### config.mk
export PLATFORM = sky130hd
export DESIGN_NAME = cylinder_actuator_supervisor
export DESIGN_NICKNAME = d
export VERILOG_FILES = /design/src/sv/cas_pkg.sv /design/src/sv/cas_on_delay.sv /design/src/sv/cylinder_actuator_supervisor.sv
export SDC_FILE = /design/constraint.sdc
export NUM_CORES = 1
export LEC_CHECK = 0
export ABC_CLOCK_PERIOD_IN_PS = 5600
export BUFFER_PORTS_ARGS = -buffer_cell sky130_fd_sc_hd__buf_2
export CORE_MARGIN = 8
export CORE_UTILIZATION = 34
export CTS_BUF_LIST = sky130_fd_sc_hd__clkbuf_2
export CTS_CLUSTER_DIAMETER = 50
export DETAILED_ROUTE_END_ITERATION = 7
export PLACE_DENSITY = 0.49
export SLEW_MARGIN = 20
export SYNTH_ARGS = -nofsm -noshare
export SYNTH_HDL_FRONTEND = slang
export SYNTH_HIERARCHICAL = 1
export SYNTH_SLANG_ARGS = --single-unit
### constraint.sdc
create_clock -name clock -period 5.6 [get_ports clock]
set_input_delay 0.28 -clock clock [delete_from_list [all_inputs] [get_ports clock]]
set_output_delay 0.28 -clock clock [all_outputs]
set_load 0.005 [all_outputs]
### src/sv/cas_pkg.sv
`default_nettype none

package cas_pkg;

   // default counter width for settle and timeout counters
   localparam int TICK_COUNT_WIDTH_DEF = 16;

   // configured tick values are always this wide
   localparam int TICKS_WIDTH = 16;

   // configuration port
   localparam int CSR_INDEX_WIDTH = 3;
   localparam int CSR_DATA_WIDTH  = 16;

   // stream payload widths
   localparam int REQ_DATA_WIDTH = 8;
   localparam int RSP_DATA_WIDTH = 8;

   typedef enum logic [CSR_INDEX_WIDTH-1:0] {
      REG_IO_PRESENT        = 3'd0,
      REG_INVERT_ROLES      = 3'd1,
      REG_TIMEOUT_ENABLE    = 3'd2,
      REG_FWD_SETTLE_TICKS  = 3'd3,
      REG_BWD_SETTLE_TICKS  = 3'd4,
      REG_FWD_TIMEOUT_TICKS = 3'd5,
      REG_BWD_TIMEOUT_TICKS = 3'd6
   } csr_index_type;

   // io_present bit positions
   localparam int IO_FWD_SENSOR = 0;
   localparam int IO_BWD_SENSOR = 1;
   localparam int IO_FWD_VALVE  = 2;
   localparam int IO_BWD_VALVE  = 3;

   // error codes
   localparam logic [1:0] ERR_NONE        = 2'd0;
   localparam logic [1:0] ERR_FWD_TIMEOUT = 2'd1;
   localparam logic [1:0] ERR_BWD_TIMEOUT = 2'd2;

endpackage

`default_nettype wire

### src/sv/cas_on_delay.sv
`default_nettype none

// Saturating on-delay counter. fire is valid in the cycle the request is taken.
module cas_on_delay
   import cas_pkg::*;
#(
   parameter int TICK_COUNT_WIDTH = TICK_COUNT_WIDTH_DEF
) (
   input  wire logic                   clock,
   input  wire logic                   reset,
   input  wire logic                   step,        // request accepted
   input  wire logic                   run,         // evaluate this tick
   input  wire logic                   zero_first,  // count reads 0 before evaluation
   input  wire logic                   level,
   input  wire logic [TICKS_WIDTH-1:0] ticks,
   output logic                        fire
);

   localparam int CMP_WIDTH = (TICK_COUNT_WIDTH > TICKS_WIDTH) ? TICK_COUNT_WIDTH
                                                                : TICKS_WIDTH;

   logic [TICK_COUNT_WIDTH-1:0] count_ff, count_in;
   logic [TICK_COUNT_WIDTH-1:0] count_eff;
   logic [TICK_COUNT_WIDTH-1:0] count_next;

   // count seen by this tick, and its follower
   always_comb begin
      count_eff = zero_first ? '0 : count_ff;
      fire      = level && (CMP_WIDTH'(count_eff) >= CMP_WIDTH'(ticks));
      if (!level) begin
         count_next = '0;
      end else if (count_eff != {TICK_COUNT_WIDTH{1'b1}}) begin
         count_next = count_eff + 1'b1;
      end else begin
         count_next = count_eff;
      end
   end

   always_comb begin
      count_in = count_ff;
      if (step) begin
         if (run) begin
            count_in = count_next;
         end else if (zero_first) begin
            count_in = '0;
         end
      end
   end

   always_ff @(posedge clock) begin
      if (reset) begin
         count_ff <= '0;
      end else begin
         count_ff <= count_in;
      end
   end

endmodule

`default_nettype wire

### src/sv/cylinder_actuator_supervisor.sv
// The response to a request is registered and valid in the cycle after the request is accepted.
// Throughput: one request per cycle while the response is taken; all state updates in the accept cycle,
// the response sits in a single output register that frees as it is taken.
// Reset: synchronous, active high; registers return to their reset values,
// counters, latches and valve states clear, and the response register empties.
`default_nettype none

module cylinder_actuator_supervisor
   import cas_pkg::*;
#(
   parameter int TICK_COUNT_WIDTH = TICK_COUNT_WIDTH_DEF
) (
   input  wire logic                       clock,
   input  wire logic                       reset,
   // request stream
   input  wire logic                       req_tvalid,
   output logic                            req_tready,
   // [0] fwd_sensor, [1] bwd_sensor, [2] has_command, [3] command_forward,
   // [4] clear_error, [7:5] zero
   input  wire logic [REQ_DATA_WIDTH-1:0]  req_tdata,
   // response stream
   output logic                            rsp_tvalid,
   input  wire logic                       rsp_tready,
   // [0] fwd_valve, [1] bwd_valve, [2] fwd_done, [3] bwd_done,
   // [4] command_done, [5] timed_out, [7:6] error_code
   output logic [RSP_DATA_WIDTH-1:0]       rsp_tdata,
   // configuration writes
   input  wire logic                       csr_valid,
   output logic                            csr_ready,
   input  wire logic [CSR_INDEX_WIDTH-1:0] csr_index,
   input  wire logic [CSR_DATA_WIDTH-1:0]  csr_wdata
);

   // configuration registers
   logic [3:0]             io_present_ff;
   logic                   invert_roles_ff;
   logic                   timeout_enable_ff;
   logic [TICKS_WIDTH-1:0] fwd_settle_ticks_ff, bwd_settle_ticks_ff;
   logic [TICKS_WIDTH-1:0] fwd_timeout_ticks_ff, bwd_timeout_ticks_ff;

   // supervisor state
   logic fwd_valve_ff, fwd_valve_in;
   logic bwd_valve_ff, bwd_valve_in;
   logic fwd_latched_ff, fwd_latched_in;
   logic bwd_latched_ff, bwd_latched_in;
   logic fwd_reached_ff, fwd_reached_in;
   logic bwd_reached_ff, bwd_reached_in;

   // response register
   logic                      rsp_tvalid_ff, rsp_tvalid_in;
   logic [RSP_DATA_WIDTH-1:0] rsp_tdata_ff, rsp_tdata_in;

   logic accept;
   logic sf, sb, has_cmd, cmd_fwd, clr;
   logic inv, pxf, pxb, pyf, pyb;
   logic lxf, lxb, lyf, lyb, any_valve;
   logic dfy, dby, dfx, dbx;
   logic vfx, vbx, vfy, vby;
   logic odfx, odbx, ftoe, btoe, moving;
   logic cmd_done;
   logic [1:0] err_code;

   assign csr_ready  = 1'b1;
   assign req_tready = !rsp_tvalid_ff || rsp_tready;
   assign accept     = req_tvalid && req_tready;

   assign sf      = req_tdata[0];
   assign sb      = req_tdata[1];
   assign has_cmd = req_tdata[2];
   assign cmd_fwd = req_tdata[3];
   assign clr     = req_tdata[4];

   // role view of present I/O
   assign inv = invert_roles_ff;
   assign pxf = io_present_ff[IO_FWD_SENSOR];
   assign pxb = io_present_ff[IO_BWD_SENSOR];
   assign pyf = io_present_ff[IO_FWD_VALVE];
   assign pyb = io_present_ff[IO_BWD_VALVE];
   assign lxf = inv ? pxb : pxf;
   assign lxb = inv ? pxf : pxb;
   assign lyf = inv ? pyb : pyf;
   assign lyb = inv ? pyf : pyb;
   assign any_valve = lyf || lyb;

   // command drives present valves (role view), then map back to physical
   always_comb begin
      dfy = inv ? bwd_valve_ff : fwd_valve_ff;
      dby = inv ? fwd_valve_ff : bwd_valve_ff;
      if (has_cmd && lyf) begin
         dfy = cmd_fwd;
      end
      if (has_cmd && lyb) begin
         dby = !cmd_fwd;
      end
      fwd_valve_in = fwd_valve_ff;
      bwd_valve_in = bwd_valve_ff;
      if (accept) begin
         fwd_valve_in = inv ? dby : dfy;
         bwd_valve_in = inv ? dfy : dby;
      end
   end

   // virtual sensors and valves
   always_comb begin
      dfx = inv ? sb : sf;
      dbx = inv ? sf : sb;
      if (lxf) begin
         vfx = dfx;
      end else if (lxb) begin
         vfx = !dbx;
      end else if (lyf) begin
         vfx = dfy;
      end else begin
         vfx = !dby;
      end
      if (lxb) begin
         vbx = dbx;
      end else if (lxf) begin
         vbx = !dfx;
      end else if (lyb) begin
         vbx = dby;
      end else begin
         vbx = !dfy;
      end
      vfy = lyf ? dfy : !dby;
      vby = lyb ? dby : !dfy;
   end

   // position qualification
   cas_on_delay #(.TICK_COUNT_WIDTH(TICK_COUNT_WIDTH)) u_fwd_settle (
      .clock      (clock),
      .reset      (reset),
      .step       (accept),
      .run        (any_valve),
      .zero_first (1'b0),
      .level      (vfx),
      .ticks      (fwd_settle_ticks_ff),
      .fire       (odfx)
   );

   cas_on_delay #(.TICK_COUNT_WIDTH(TICK_COUNT_WIDTH)) u_bwd_settle (
      .clock      (clock),
      .reset      (reset),
      .step       (accept),
      .run        (any_valve),
      .zero_first (1'b0),
      .level      (vbx),
      .ticks      (bwd_settle_ticks_ff),
      .fire       (odbx)
   );

   // position does not match the valves, when timeouts are enabled
   assign moving = timeout_enable_ff &&
                   ((odfx == odbx) || (vfy && (odbx || !odfx)) ||
                    (vby && (odfx || !odbx)));

   cas_on_delay #(.TICK_COUNT_WIDTH(TICK_COUNT_WIDTH)) u_fwd_timeout (
      .clock      (clock),
      .reset      (reset),
      .step       (accept),
      .run        (any_valve),
      .zero_first (clr || !any_valve),
      .level      (moving),
      .ticks      (fwd_timeout_ticks_ff),
      .fire       (ftoe)
   );

   cas_on_delay #(.TICK_COUNT_WIDTH(TICK_COUNT_WIDTH)) u_bwd_timeout (
      .clock      (clock),
      .reset      (reset),
      .step       (accept),
      .run        (any_valve),
      .zero_first (clr || !any_valve),
      .level      (moving),
      .ticks      (bwd_timeout_ticks_ff),
      .fire       (btoe)
   );

   // latches and reached flags; without valves the latches clear and the reached flags hold
   always_comb begin
      fwd_latched_in = fwd_latched_ff;
      bwd_latched_in = bwd_latched_ff;
      fwd_reached_in = fwd_reached_ff;
      bwd_reached_in = bwd_reached_ff;
      if (accept) begin
         if (clr || !any_valve) begin
            fwd_latched_in = 1'b0;
            bwd_latched_in = 1'b0;
         end
         if (any_valve) begin
            if (ftoe) begin
               fwd_latched_in = 1'b1;
            end
            if (btoe) begin
               bwd_latched_in = 1'b1;
            end
            fwd_reached_in = odfx && !(ftoe || btoe);
            bwd_reached_in = odbx && !(ftoe || btoe);
         end
      end
   end

   // response word
   always_comb begin
      if (!has_cmd) begin
         cmd_done = 1'b0;
      end else if (cmd_fwd) begin
         cmd_done = fwd_reached_in && !bwd_reached_in;
      end else begin
         cmd_done = !fwd_reached_in && bwd_reached_in;
      end
      if (fwd_latched_in) begin
         err_code = ERR_FWD_TIMEOUT;
      end else if (bwd_latched_in) begin
         err_code = ERR_BWD_TIMEOUT;
      end else begin
         err_code = ERR_NONE;
      end
   end

   always_comb begin
      rsp_tvalid_in = rsp_tvalid_ff && !rsp_tready;
      rsp_tdata_in  = rsp_tdata_ff;
      if (accept) begin
         rsp_tvalid_in = 1'b1;
         rsp_tdata_in  = {err_code,
                          fwd_latched_in || bwd_latched_in,
                          cmd_done,
                          !fwd_reached_in && bwd_reached_in,
                          fwd_reached_in && !bwd_reached_in,
                          pyb && bwd_valve_in,
                          pyf && fwd_valve_in};
      end
   end

   // configuration writes
   always_ff @(posedge clock) begin
      if (reset) begin
         io_present_ff        <= 4'hF;
         invert_roles_ff      <= 1'b0;
         timeout_enable_ff    <= 1'b0;
         fwd_settle_ticks_ff  <= '0;
         bwd_settle_ticks_ff  <= '0;
         fwd_timeout_ticks_ff <= '0;
         bwd_timeout_ticks_ff <= '0;
      end else if (csr_valid && csr_ready) begin
         unique case (csr_index_type'(csr_index))
            REG_IO_PRESENT:        io_present_ff        <= csr_wdata[3:0];
            REG_INVERT_ROLES:      invert_roles_ff      <= csr_wdata[0];
            REG_TIMEOUT_ENABLE:    timeout_enable_ff    <= csr_wdata[0];
            REG_FWD_SETTLE_TICKS:  fwd_settle_ticks_ff  <= csr_wdata[TICKS_WIDTH-1:0];
            REG_BWD_SETTLE_TICKS:  bwd_settle_ticks_ff  <= csr_wdata[TICKS_WIDTH-1:0];
            REG_FWD_TIMEOUT_TICKS: fwd_timeout_ticks_ff <= csr_wdata[TICKS_WIDTH-1:0];
            REG_BWD_TIMEOUT_TICKS: bwd_timeout_ticks_ff <= csr_wdata[TICKS_WIDTH-1:0];
            default: ;
         endcase
      end
   end

   // state and response registers
   always_ff @(posedge clock) begin
      if (reset) begin
         fwd_valve_ff   <= 1'b0;
         bwd_valve_ff   <= 1'b0;
         fwd_latched_ff <= 1'b0;
         bwd_latched_ff <= 1'b0;
         fwd_reached_ff <= 1'b0;
         bwd_reached_ff <= 1'b0;
         rsp_tvalid_ff  <= 1'b0;
      end else begin
         fwd_valve_ff   <= fwd_valve_in;
         bwd_valve_ff   <= bwd_valve_in;
         fwd_latched_ff <= fwd_latched_in;
         bwd_latched_ff <= bwd_latched_in;
         fwd_reached_ff <= fwd_reached_in;
         bwd_reached_ff <= bwd_reached_in;
         rsp_tvalid_ff  <= rsp_tvalid_in;
      end
   end

   always_ff @(posedge clock) begin
      rsp_tdata_ff <= rsp_tdata_in;
   end

   assign rsp_tvalid = rsp_tvalid_ff;
   assign rsp_tdata  = rsp_tdata_ff;

endmodule

`default_nettype wire
---- Word-level counts from Yosys, hierarchy flattened ----
Index checks and enable logic that the tools add are counted.
word-level totals
  input port bits ......................... 32
  bits in registers ....................... 149
cells by class
  add/subtract/negate cells ............... 4
  magnitude comparators ................... 4
  eq/ne operators ......................... 13
  multiplexer cells ....................... 47
  reductions and logical operators ........ 49
operator list
  cell                                                              count
  16-bit 2-to-1 mux                                                 12
  16-bit by 1-bit adder with 16-bit output (second input constant)  4
  16-bit >= comparator                                              4
  16-bit inequality test (second input constant)                    4
  1-bit 2-to-1 mux                                                  34
  1-bit logical AND                                                 17
  2-bit AND reduction                                               7
  1-bit zero test                                                   13
  3-bit == test (second input constant)                             3
  1-bit logical OR                                                  9
  3-bit by 2-bit == test with 1-bit output (second input constant)  2
  3-bit AND reduction                                               2
  2-bit inequality test (second input constant)                     2
  3-bit by 1-bit == test with 1-bit output (second input constant)  1
  3-bit zero test                                                   1
  2-bit 2-to-1 mux                                                  1
  1-bit == test                                                     1

---- Longest topological paths before layout ----
  depth after elaboration ................. 23
  mapped depth ............................ 24

---- By module ----
Netlist, hierarchy kept.
modules (own cells, without submodules)
  module                        area an instance (µm²)  times used  cells each  sequential area each (µm²)
  cas_on_delay                  1445.1                  4           192         320.3
  cylinder_actuator_supervisor  3519.6                  1           425         1781.7

---- Worst setup path after synthesis ----
No wires, ideal clock.
  path type ............................... register -> register
  start ................................... register invert_roles_ff, in the netlist inv
  end ..................................... register rsp_tdata_ff[4], in the netlist rsp_tdata[4] (data pin)
  library setup time ...................... 270 ps
  clock period less this slack ............ 3924 ps
  setup slack ............................. 1676 ps
  cell stages (with the launch flop) ...... 24
  arrival time ............................ 3653 ps
  buffers on the path ..................... 1
  cells stage by stage .................... dfxtp_1 -> buf_2 -> mux2_4 -> a21bo_1 -> o41ai_2 -> nand4_1 -> nor3_1 -> nand2_1 -> o21ai_0 -> a31o_2 -> inv_1 -> ha_1 -> inv_1 -> o31ai_1 -> a31oi_1 -> nand4_1 -> nor3_1 -> nand2_1 -> o21ai_0 -> a31o_2 -> nor3b_1 -> and4_1 -> o2111ai_1 -> o41ai_2
RTL lines
  element                               line                                                                      source
  start: declaration                    cylinder_actuator_supervisor.sv:36                                        logic invert_roles_ff;
  start signal: assignment              cylinder_actuator_supervisor.sv:249                                       REG_INVERT_ROLES: invert_roles_ff <= csr_wdata[0];
  1-bit 2-to-1 mux                      cylinder_actuator_supervisor.sv:81                                        assign lyf = inv ? pyb : pyf;
  1-bit logical AND                     cylinder_actuator_supervisor.sv:89                                        if (has_cmd && lyf) begin
  1-bit 2-to-1 mux                      cylinder_actuator_supervisor.sv:89
  1-bit zero test                       cylinder_actuator_supervisor.sv:123                                       vbx = !dfy;
  1-bit 2-to-1 mux                      cylinder_actuator_supervisor.sv:120                                       end else if (lyb) begin
  1-bit 2-to-1 mux                      cylinder_actuator_supervisor.sv:118                                       end else if (lxf) begin
  1-bit 2-to-1 mux *                    cylinder_actuator_supervisor.sv:116                                       if (lxb) begin
  net vbx                               cylinder_actuator_supervisor.sv:58                                        logic vfx, vbx, vfy, vby;
  (+1 left out)                         -
  net odbx                              cylinder_actuator_supervisor.sv:59                                        logic odfx, odbx, ftoe, btoe, moving;
  (+5 left out)                         -
  net moving                            cylinder_actuator_supervisor.sv:59
  (+1 left out)                         -
  net ftoe                              cylinder_actuator_supervisor.sv:59
  1-bit logical OR *                    cylinder_actuator_supervisor.sv:197, cylinder_actuator_supervisor.sv:198
  1-bit zero test *                     cylinder_actuator_supervisor.sv:197, cylinder_actuator_supervisor.sv:198
  1-bit logical AND (on tied branches)  cylinder_actuator_supervisor.sv:197, cylinder_actuator_supervisor.sv:198
  1-bit 2-to-1 mux                      cylinder_actuator_supervisor.sv:190                                       if (any_valve) begin
  1-bit 2-to-1 mux                      cylinder_actuator_supervisor.sv:185                                       if (accept) begin
  1-bit zero test (on tied branches)    cylinder_actuator_supervisor.sv:210, cylinder_actuator_supervisor.sv:208
  1-bit logical AND (on tied branches)  cylinder_actuator_supervisor.sv:210, cylinder_actuator_supervisor.sv:208
  1-bit 2-to-1 mux *                    cylinder_actuator_supervisor.sv:207                                       end else if (cmd_fwd) begin
  end signal: assignment                cylinder_actuator_supervisor.sv:282                                       rsp_tdata_ff <= rsp_tdata_in;
  end: declaration                      cylinder_actuator_supervisor.sv:51                                        logic [RSP_DATA_WIDTH-1:0] rsp_tdata_ff, rsp_tdata_in;
The timed path passes the listed nets; every way through them passes the cells marked *.
A chain may end at the register's enable or synchronous reset.

---- Final worst setup path ----
Ends and elaborated chain as after synthesis.

==> results.py <==
metrics = {
    "drt": {
        "drtIter0Drc": 480,
        "vias_per_cell": 5.27,
        "finalWirelength_mm": 25.3,
        "avgRoutedWirePerCell_um": 15.9,
        "drtPass1Iterations": 4,
        "vias": 8413,
        "postRouteAntennaNets": 0,
        "drc_errors": 0,
    },
    "yosys": {
        "syn-mean-instance-area_um2": 7.80,
        "yosys_warnings": 6,
        "synthCells": 1193,
        "ys_seq_area_share_pct": 32.9,
        "yosys.area_share.adder_pct": 9.31,
        "synthTopCellsByArea": "dfxtp_1 30%, ha_1 8.9%, nand2_1 8.3%",
        "ys_ff_latch": 149,
        "async_reset_ff_share_pct": 0,
        "muxShareOfSynthArea_pct": 2.02,
        "synth_compound_area_share_pct": 20.2,
        "synth_top_area_share_pct": 30.4,
        "synth_top_family_by_area": "simple AND/OR/NAND/NOR gates",
        "syn_area_mm2": 0.00930,
        "yosys.area_share.simple_pct": 28.2,
        "ys.flop_type": "dfxtp_1",
        "synth.distinct_cells": 67,
        "synth_edf_count": 8,
        "synth-xor-area-share_pct": 0.942,
        "yosys.area.top_type": "dfxtp_1",
    },
    "finish": {
        "ff_latch_area_mm2": 0.00306,
        "multi_input_area_mm2": 0.00568,
        "nNetsFinal": 1340,
        "syn_to_final_growth_pct": 10.5,
        "final_util_pct": 38.2,
        "nFillCells": 2847,
        "drive_gt1_share_pct": 9.88,
        "mostFrequentLayoutCell": "nand2_1",
        "layout_common_cells": "206 x nand2_1, 141 x dfxtp_1, 107 x a21oi_1",
        "finalInstanceArea_mm2": 0.0103,
    },
    "clock_tree": {
        "path_clk_slew_ns": 0.28,
        "clkSinkCount": 149,
        "insertion_delay_ns": 0.74,
        "cts_tree": "done",
        "clk_path_buf_depth": 2,
        "cts_made_buffers": 17,
        "cts_post_setup_buffers_inserted": 0,
        "htreeDepth": 4,
        "hold_buffers": 28,
        "cts_resized": 0,
        "root_buffer": "clkbuf_2",
    },
    "worst_hold_path": {
        "worstHoldStart": "req_tdata[4]",
        "worstHoldEndpoint": "fwd_latched_ff",
        "min_path_type": "primary input to register",
        "hold_path_depth": 4,
    },
    "global_routing": {
        "grt_overflow": 0,
        "gr-usage-all-layers_pct": 15.4,
        "grt_max_degree": 59,
        "grt_pass1_wl_mm": 41.8,
        "grt_pass1_vias": 8163,
        "grt_antenna_before_repair": 1,
    },
    "timing": {
        "final.setup.tns_ns": 0,
        "hold_violations": 0,
        "fmax_ghz": 0.212,
        "slew_headroom_pct": 32.2,
        "setup_viol": 0,
        "period_share_pct": 84.2,
        "rsz0062_at_grt": "false",
        "worst_pin_slew_ns": 1.01,
        "post-route-min-period_ns": 4.71,
        "skew_ns": 0.0537,
        "slew_viol_final": 0,
        "fin_ws_ns": 0.885,
    },
    "setup_path": {
        "endpoint_kind": "register",
        "cp.arrival_ns": 5.30,
        "reg2reg_depth": 22,
        "critPathKind": "register to register",
        "rr_startpoint": "inv",
        "crit_fanout": 15,
        "worst_setup_path_start_kind": "register",
        "r2r_end": "rsp_tdata[4]",
        "required_ns": 6.19,
        "reg2reg_slack_ns": 0.89,
    },
    "placement": {
        "dpl_cell_area_mm2": 0.00978,
        "gp_congestion": 0.796,
        "pre_cts_slack_ns": 0.860,
        "portBuffers": 38,
        "hpwl_mm": 18.0,
    },
    "power": {
        "pwr-share-clk_pct": 30.5,
        "power.density_mw_per_mm2": 184,
        "p_sw_share_pct": 31.6,
        "switching_power_mw": 0.598,
        "pwr-share-comb_pct": 11.2,
        "power.total_mw": 1.89,
        "irDropWorstVdd_v": 0.000105,
        "p_int_mw": 1.30,
        "leakage_nw": 3.82,
        "p_seq_share_pct": 58.3,
    },
    "floorplan": {
        "start_util_pct": 34.6,
        "ioPinCount": 43,
        "dieHeight_um": 181,
        "row_count": 60,
        "dieWidth_um": 181,
        "die-area_mm2": 0.0329,
        "core_mm2": 0.0269,
    },
    "status": {
        "status": "completed",
    },
    "job": {
        "maxCapViolCount": 0,
    },
}
[layout make-up]
cell class	instances	area share [%]
inverters	96	3.51
diodes	1	0.0244
clock buffers	17	0.828
well taps	341	4.15
flip-flops and latches	149	29.8
clock inverters	15	1.19
repair buffers	74	5.19
multi-input cells	904	55.3
[sequential cells by signal (all words and copies together), names as in the netlist]
signal                  count
fwd_latched_ff              1
inv                         1
bwd_reached_ff              1
u_bwd_timeout/count_ff     16
u_bwd_settle/count_ff      16
bwd_latched_ff              1
bwd_valve_ff                1
u_fwd_timeout/count_ff     16
fwd_settle_ticks_ff        16
timeout_enable_ff           1
fwd_timeout_ticks_ff       16
u_fwd_settle/count_ff      16
bwd_timeout_ticks_ff       16
rsp_tdata                   8
fwd_valve_ff                1
fwd_reached_ff              1
io_present_ff               4
rsp_tvalid                  1
bwd_settle_ticks_ff        16
[power by group through the flow]
stage	Combinational (mW)	Sequential, mW	Clock (mW)
2_1_floorplan	0.128	1.12	0
3_3_place_gp	0.197	1.13	0
3_5_place_dp	0.196	1.13	0
4_1_cts	0.211	1.11	0.609
5_1_grt	0.238	1.11	0.658
6_report	0.212	1.11	0.577
[cells by family after synthesis]
family | Yosys count
adders and majority gates | 70
buffers and inverters | 149
other | 2
AOI/OAI and AO/OA | 288
DFF | 149
xor gates and xnor gates | 10
muxes | 18
and+or+nand+nor | 507
[cells in the mapped netlist (18+ instances only)]
master / instances
nor2_1: 53
o21ai_0: 54
dfxtp_1: 141
nand2b_1: 21
o211ai_1: 19
nand3_1: 32
o31ai_1: 18
a21oi_1: 107
nor2b_1: 63
inv_1: 95
nor3_1: 21
nand2_1: 206
ha_1: 66
clkbuf_1: 29
[metrics by stage]
step,instances,hold slack (ns)
4_1_cts,1596,0.0223
5_1_grt,1597,0.0186
6_report,1597,0.0835
3_5_place_dp,1536,0.446
2_1_floorplan,1202,0.398
3_3_place_gp,1536,0.443
[worst max-delay path, cell delays in order (launching register included)]
cell and delay, ns:
dfxtp_1 0.71, mux2_4 0.35, a21bo_1 0.21, o41ai_2 0.34, buf_4 0.20, nand4_1 0.08, nor3_1 0.21, nand2_1 0.07
o21ai_0 0.08, a31o_2 0.18, ha_1 0.24, a31oi_1 0.15, a31oi_1 0.11, buf_4 0.19, nand4_1 0.09, nor3_1 0.07
nand2_1 0.06, o21ai_0 0.08, a31o_2 0.28, nor3b_1 0.25, nand4_1 0.16, and2_4 0.22, o41ai_2 0.26
[worst max path at each step]
stage	cells past startpoint	endpoint	startpoint	slack, ns
4_1_cts	22	rsp_tdata[4]	inv	0.86
3_5_place_dp	24	rsp_tdata[4]	inv	0.86
2_1_floorplan	23	rsp_tdata[4]	inv	1.68
3_3_place_gp	22	rsp_tdata[4]	inv	0.92
6_report	22	rsp_tdata[4]	inv	0.89
5_1_grt	23	rsp_tdata[4]	inv	0.41
[per-layer routing]
metal | track usage, % | vias to the layer above | routed length, um
li1 | - | 4296 | -
met1 | 21.3 | 3970 | 12800
met4 | 4.23 | 0 | 286
met2 | 24.4 | 131 | 11400
met3 | 2.65 | 16 | 844
met5 | 0 | - | 0
No activity file was read; power rests on OpenSTA's default activity.
